`src/sv/arpc_pkg.sv`:
```
`default_nettype none
package arpc_pkg;
	// Table sizes and interface width.
	localparam int CACHE_DEPTH = 32;
	localparam int REQ_DEPTH   = 16;
	localparam int IFACE_BITS  = 4;
	localparam int E_IDX_W     = $clog2(CACHE_DEPTH);
	localparam int R_IDX_W     = $clog2(REQ_DEPTH);
	localparam int IDX_W       = (E_IDX_W > R_IDX_W) ? E_IDX_W : R_IDX_W;

	// Field widths.
	localparam int OP_W   = 3;
	localparam int IP_W   = 32;
	localparam int MAC_W  = 48;
	localparam int AGE_W  = 16;
	localparam int SEND_W = 8;
	localparam int CFG_W  = 16;

	// Operation codes.
	localparam logic [OP_W-1:0] OP_LOOKUP = 3'd0;
	localparam logic [OP_W-1:0] OP_INSERT = 3'd1;
	localparam logic [OP_W-1:0] OP_QUEUE  = 3'd2;
	localparam logic [OP_W-1:0] OP_REMOVE = 3'd3;
	localparam logic [OP_W-1:0] OP_TICK   = 3'd4;
	localparam logic [OP_W-1:0] OP_CLEAR  = 3'd5;

	// Configuration register indexes.
	localparam logic CFG_TIMEOUT   = 1'b0;
	localparam logic CFG_MAX_SENDS = 1'b1;

	// Result formats selected by the controller.
	localparam logic [2:0] RES_PLAIN  = 3'd0;
	localparam logic [2:0] RES_LOOKUP = 3'd1;
	localparam logic [2:0] RES_INSERT = 3'd2;
	localparam logic [2:0] RES_QUEUE  = 3'd3;
	localparam logic [2:0] RES_TICK   = 3'd4;

	typedef struct packed {
		logic       load;
		logic       idx_clr;
		logic       idx_inc;
		logic       emit;
		logic [2:0] res_sel;
		logic       age;
		logic       wr_entry;
		logic       req_alloc;
		logic       rm_req;
		logic       tick_upd;
		logic       clear;
	} cmd_t;

	typedef struct packed {
		logic [OP_W-1:0] op;
		logic            e_match;
		logic            e_last;
		logic            r_match;
		logic            r_last;
		logic            r_any;
		logic            r_cur;
		logic            r_more;
		logic            out_free;
	} sts_t;
endpackage
`default_nettype wire

```
`src/sv/arpc_ctrl.sv`:
```
`default_nettype none
module arpc_ctrl (
	input  wire logic           clk,
	input  wire logic           arst_n,
	input  wire logic           in_valid,
	output      logic           in_stall,
	input  wire arpc_pkg::sts_t sts,
	output      arpc_pkg::cmd_t cmd
);
	localparam logic [2:0] S_IDLE   = 3'd0;
	localparam logic [2:0] S_DISP   = 3'd1;
	localparam logic [2:0] S_SCAN_E = 3'd2;
	localparam logic [2:0] S_SCAN_R = 3'd3;
	localparam logic [2:0] S_AGE    = 3'd4;
	localparam logic [2:0] S_TICK   = 3'd5;
	localparam logic [2:0] S_DONE   = 3'd6;

	logic [2:0] state_q;
	logic [2:0] state_nxt;

	assign in_stall = state_q != S_IDLE;

	// Next state and datapath commands.
	always_comb begin
		cmd       = '0;
		state_nxt = state_q;
		unique case (state_q)
			S_IDLE: begin
				if (in_valid) begin
					cmd.load    = 1'b1;
					cmd.idx_clr = 1'b1;
					state_nxt   = S_DISP;
				end
			end
			S_DISP: begin
				unique case (sts.op) inside
					arpc_pkg::OP_LOOKUP: state_nxt = S_SCAN_E;
					arpc_pkg::OP_INSERT, arpc_pkg::OP_QUEUE, arpc_pkg::OP_REMOVE:
						state_nxt = S_SCAN_R;
					arpc_pkg::OP_TICK: state_nxt = S_AGE;
					default: state_nxt = S_DONE;
				endcase
			end
			S_SCAN_E: begin
				if (sts.e_match || sts.e_last) begin
					if (sts.out_free) begin
						cmd.emit    = 1'b1;
						cmd.res_sel = arpc_pkg::RES_LOOKUP;
						state_nxt   = S_IDLE;
					end
				end else begin
					cmd.idx_inc = 1'b1;
				end
			end
			S_SCAN_R: begin
				if (sts.r_match || sts.r_last) begin
					if (sts.out_free) begin
						cmd.emit  = 1'b1;
						state_nxt = S_IDLE;
						unique case (sts.op) inside
							arpc_pkg::OP_INSERT: begin
								cmd.res_sel  = arpc_pkg::RES_INSERT;
								cmd.wr_entry = 1'b1;
							end
							arpc_pkg::OP_QUEUE: begin
								cmd.res_sel   = arpc_pkg::RES_QUEUE;
								cmd.req_alloc = 1'b1;
							end
							default: begin
								cmd.res_sel = arpc_pkg::RES_PLAIN;
								cmd.rm_req  = 1'b1;
							end
						endcase
					end
				end else begin
					cmd.idx_inc = 1'b1;
				end
			end
			S_AGE: begin
				cmd.age   = 1'b1;
				state_nxt = sts.r_any ? S_TICK : S_DONE;
			end
			S_TICK: begin
				if (sts.r_cur) begin
					if (sts.out_free) begin
						cmd.emit     = 1'b1;
						cmd.res_sel  = arpc_pkg::RES_TICK;
						cmd.tick_upd = 1'b1;
						if (sts.r_more) begin
							cmd.idx_inc = 1'b1;
						end else begin
							state_nxt = S_IDLE;
						end
					end
				end else begin
					cmd.idx_inc = 1'b1;
				end
			end
			S_DONE: begin
				if (sts.out_free) begin
					cmd.emit    = 1'b1;
					cmd.res_sel = arpc_pkg::RES_PLAIN;
					cmd.clear   = sts.op == arpc_pkg::OP_CLEAR;
					state_nxt   = S_IDLE;
				end
			end
			default: begin
				state_nxt = S_IDLE;
			end
		endcase
	end

	// State register.
	always_ff @(posedge clk or negedge arst_n) begin
		if (!arst_n) begin
			state_q <= S_IDLE;
		end else begin
			state_q <= state_nxt;
		end
	end
endmodule
`default_nettype wire

```
`config.mk`:
```
export PLATFORM = sky130hd
export DESIGN_NAME = arpc_ctrl
export DESIGN_NICKNAME = d
export VERILOG_FILES = /design/src/sv/arpc_pkg.sv /design/src/sv/arpc_ctrl.sv
export SDC_FILE = /design/constraint.sdc
export NUM_CORES = 1
export LEC_CHECK = 0
export ABC_AREA = 1
export BUFFER_PORTS_ARGS = -buffer_cell sky130_fd_sc_hd__buf_2
export CAP_MARGIN = 40
export CORE_AREA = 2 2 39 41
export DETAILED_ROUTE_END_ITERATION = 7
export DIE_AREA = 0 0 41 43
export MAX_ROUTING_LAYER = met4
export PLACE_DENSITY_LB_ADDON = 0.2
export SLEW_MARGIN = 30
export SYNTH_ARGS = -nofsm -noshare
export SYNTH_HDL_FRONTEND = slang
export SYNTH_SLANG_ARGS = --single-unit
```
`constraint.sdc`:
```
create_clock -name clk -period 1.2 [get_ports clk]
set_input_delay 0 -clock clk [delete_from_list [all_inputs] [get_ports clk]]
set_output_delay 0 -clock clk [all_outputs]
set_load 0.01 [all_outputs]
```
==> results.sh <==
export IMPL_cts_tree="yes"
export IMPL_synth_cell_type_count=20
export IMPL_pwr_share_seq_pct=16.6
export IMPL_hp_class="in -> reg"
export IMPL_start_util_pct=32.3
export IMPL_antenna_found_initial=0
export IMPL_slew_violations=0
export IMPL_met1_usage_pct=17.5
export IMPL_first_global_vias=529
export IMPL_cts_max_level=1
export IMPL_p_leak_nw=0.459
export IMPL_largest_reg_flops=3
export IMPL_critical_path_top_delay_family="flip-flops"
export IMPL_vias_per_cell=4.69
export IMPL_syn_nets=94
export IMPL_die_w_um=41
export IMPL_seq_area_frac_synth_pct=16.8
export IMPL_num_vias=628
export IMPL_grt_max_degree=8
export IMPL_die_height_um=43
export IMPL_worst_setup_path_start_kind="register"
export IMPL_nets=133
export IMPL_track_usage_pct=16.4
export IMPL_gp_routability_congestion=0.793
export IMPL_clk_pin_slew_ns=0.04
export IMPL_dr_pass1_iters=4
export IMPL_netlist_instances=80
export IMPL_crit_type="reg -> out"
export IMPL_top_regs="state_q: 3 flops"
export IMPL_rsz0062_at_grt="yes"
export IMPL_detail_route_wl_per_cell_um=9.87
export IMPL_stdcell_count=134
export IMPL_cp_required_ns=1.20
export IMPL_grt_util_met2_pct=29.1
export IMPL_max_stage_delay_ns=0.44
export IMPL_grt_busiest_layer="met2"
export IMPL_syn_area_sq_um=447
export IMPL_violations="setup timing"
export IMPL_crit_chain="buf_6, inv_4, nor2_4, nand3_1, o211ai_1, buf_2"
export IMPL_ios=28
export IMPL_hold_viol_final=0
export IMPL_grt_use_met3_pct=0
export IMPL_clock_sinks=3
export IMPL_routed_wl_mm=1.32
export IMPL_relSlewSlack_pct=82.0
export IMPL_core_sq_um=1380
export IMPL_rows=14
export IMPL_first_iter_violations=9
export IMPL_worstPathMaxFanout=5
export IMPL_drv_cap=0
export IMPL_post_place_cells=124
export IMPL_vdd_ir_drop_max_mv=1.23
export IMPL_drive_gt1_share_pct=57.6
export IMPL_insertion_delay_ns=0.24
export IMPL_layout_min_cycle_time_ns=1.39
export IMPL_setup_tns_ns=-1.60
export IMPL_grt_overflow=0
export IMPL_fmaxAchievable_mhz=720
export IMPL_hpwl_um=946
export IMPL_ant_nets=0
export IMPL_p_sw_w=0.000773
export IMPL_outcome="finished, violations left"
export IMPL_final_util_pct=58.5
export IMPL_cts_buffers=3
export IMPL_syn2layout_area_growth_pct=81.2
export IMPL_yosysWarnings=0
export IMPL_stdcell_area_sq_um=810
export IMPL_arrival_ns=1.39
export IMPL_tightest_slew_ns=0.268
export IMPL_diodes=0
export IMPL_p_int_w=0.000895
export IMPL_slowest_stage="dfrtp_2"
export IMPL_setup_violations=17
export IMPL_clockBufferDepth=2
export IMPL_cts_root_buffer="clkbuf_4"
export IMPL_grt_pass1_wl_mm=2.01
export IMPL_combPwrFrac_pct=71.9
export IMPL_pwr_density_cell_nw_per_um2=2060
export IMPL_placed_area_sq_um=606
export IMPL_regMostFlops="state_q"
export IMPL_switching_share_pct=46.4
export IMPL_die_area_sq_um=1760
export IMPL_finClkSkew_ns=0.00101
export IMPL_pwr_share_clk_pct=11.5
export IMPL_cp_num_buf_inv=3
export IMPL_avgSynthCellArea_sq_um=5.58
export IMPL_synth_seq_cells=3
export IMPL_drc=0
export IMPL_crit_path_end_kind="output port"
export IMPL_period_share_pct=116
export IMPL_postLayoutSetupSlackWorst_ns=-0.189
export IMPL_portBuffers=27
==> metal layers <==
| metal | wire length [um] | vias to the layer above | part of all wire [%] |
|---|---|---|---|
| met5 | 0 | - | 0 |
| met4 | 32 | 0 | 2.4 |
| met3 | 78 | 4 | 5.9 |
| met2 | 669 | 21 | 51 |
| met1 | 542 | 278 | 41 |
| li1 | - | 325 | - |
==> cell usage in the layout (no fill, tap or decap), drive strengths merged <==
master / n
nand2: 24
o21ai: 5
a21oi: 2
clkbuf: 4
o211ai: 1
nor2: 13
dfrtp: 3
inv: 16
nand4: 1
nor4: 1
nor3: 2
buf: 36
dlygate4sd3: 1
nand3: 9
==> power groups by stage <==
stage	registers (W)	logic, W	clock network [W]
5_1_grt	0.000286	0.00132	0.000200
2_1_floorplan	0.000185	0.000610	0
3_3_place_gp	0.000267	0.000727	0
3_5_place_dp	0.000270	0.000738	0
6_report	0.000277	0.00120	0.000191
4_1_cts	0.000262	0.000915	0.000184
==> logic make-up after synthesis <==
logic type	Yosys count	synth area share (%)
AO/OA/AOI/OAI	8	10.4
buffers and inverters	19	19.3
flip-flops	3	16.8
AND/OR/NAND/NOR	50	53.5
==> worst paths after layout <==
kind                                   startpoint                     end  cells after the start  slack, ns
max                        state_q[1]$_DFFE_PN0P_                  cmd[9]                      6      -0.19
min                                       sts[10]  state_q[2]$_DFFE_PN0P_                      3       0.02
max reg2reg                state_q[2]$_DFFE_PN0P_  state_q[1]$_DFFE_PN0P_                      8      -0.09
min reg2reg                state_q[0]$_DFFE_PN0P_  state_q[0]$_DFFE_PN0P_                      2       0.59
max in group asynchronous                  arst_n  state_q[2]$_DFFE_PN0P_                      2       0.97
min in group asynchronous                  arst_n  state_q[0]$_DFFE_PN0P_                      2       0.11
==> worst min-delay path: stages <==
cell     delay (ns)
buf_2          0.10
a21oi_1        0.07
nand2_1        0.05
==> stage by stage <==
step | power, W | setup WS [ns] | hold slack [ns]
floorplan | 0.000795 | 0.0736 | -0.296
global placement | 0.000995 | -0.0610 | -0.203
detailed placement | 0.00101 | -0.0760 | -0.204
CTS | 0.00136 | -0.194 | 0.0307
global route | 0.00181 | -0.252 | 0.0314
finish | 0.00167 | -0.189 | 0.0210
==> Yosys cell counts, drive strengths merged <==
| master | n | area [sq um] |
|---|---|---|
| a21oi | 2 | 13.8 |
| nor2 | 13 | 68.8 |
| nand3 | 9 | 45.0 |
| buf | 3 | 26.3 |
| nor4 | 1 | 6.26 |
| inv | 16 | 60.1 |
| dfrtp | 3 | 75.1 |
| o21ai | 5 | 25.0 |
| nand4 | 1 | 6.26 |
| nor3 | 2 | 15.0 |
| o211ai | 1 | 7.51 |
| nand2 | 24 | 97.6 |
==> layout make-up <==
| cell class | count | area [sq um] |
|---|---|---|
| Tap cell | 16 | 20.0 |
| Timing Repair Buffer | 37 | 269 |
| Sequential cell | 3 | 78.8 |
| Fill cell | 141 | 574 |
| Multi-Input combinational cell | 58 | 353 |
| Clock buffer | 4 | 26.3 |
| Inverter | 16 | 62.6 |
==> timing repair <==
action / in CTS / in global routing
gates resized for setup: 9 / 23
endpoints found under the hold margin: 3 / 0
buffers inserted: 4 / 1
hold buffers: 1 / 0
pin swaps: 6 / 7
setup endpoints to repair: 17 / 17
cloned: 0 / 0
Power figures use the tool's default switching activity.
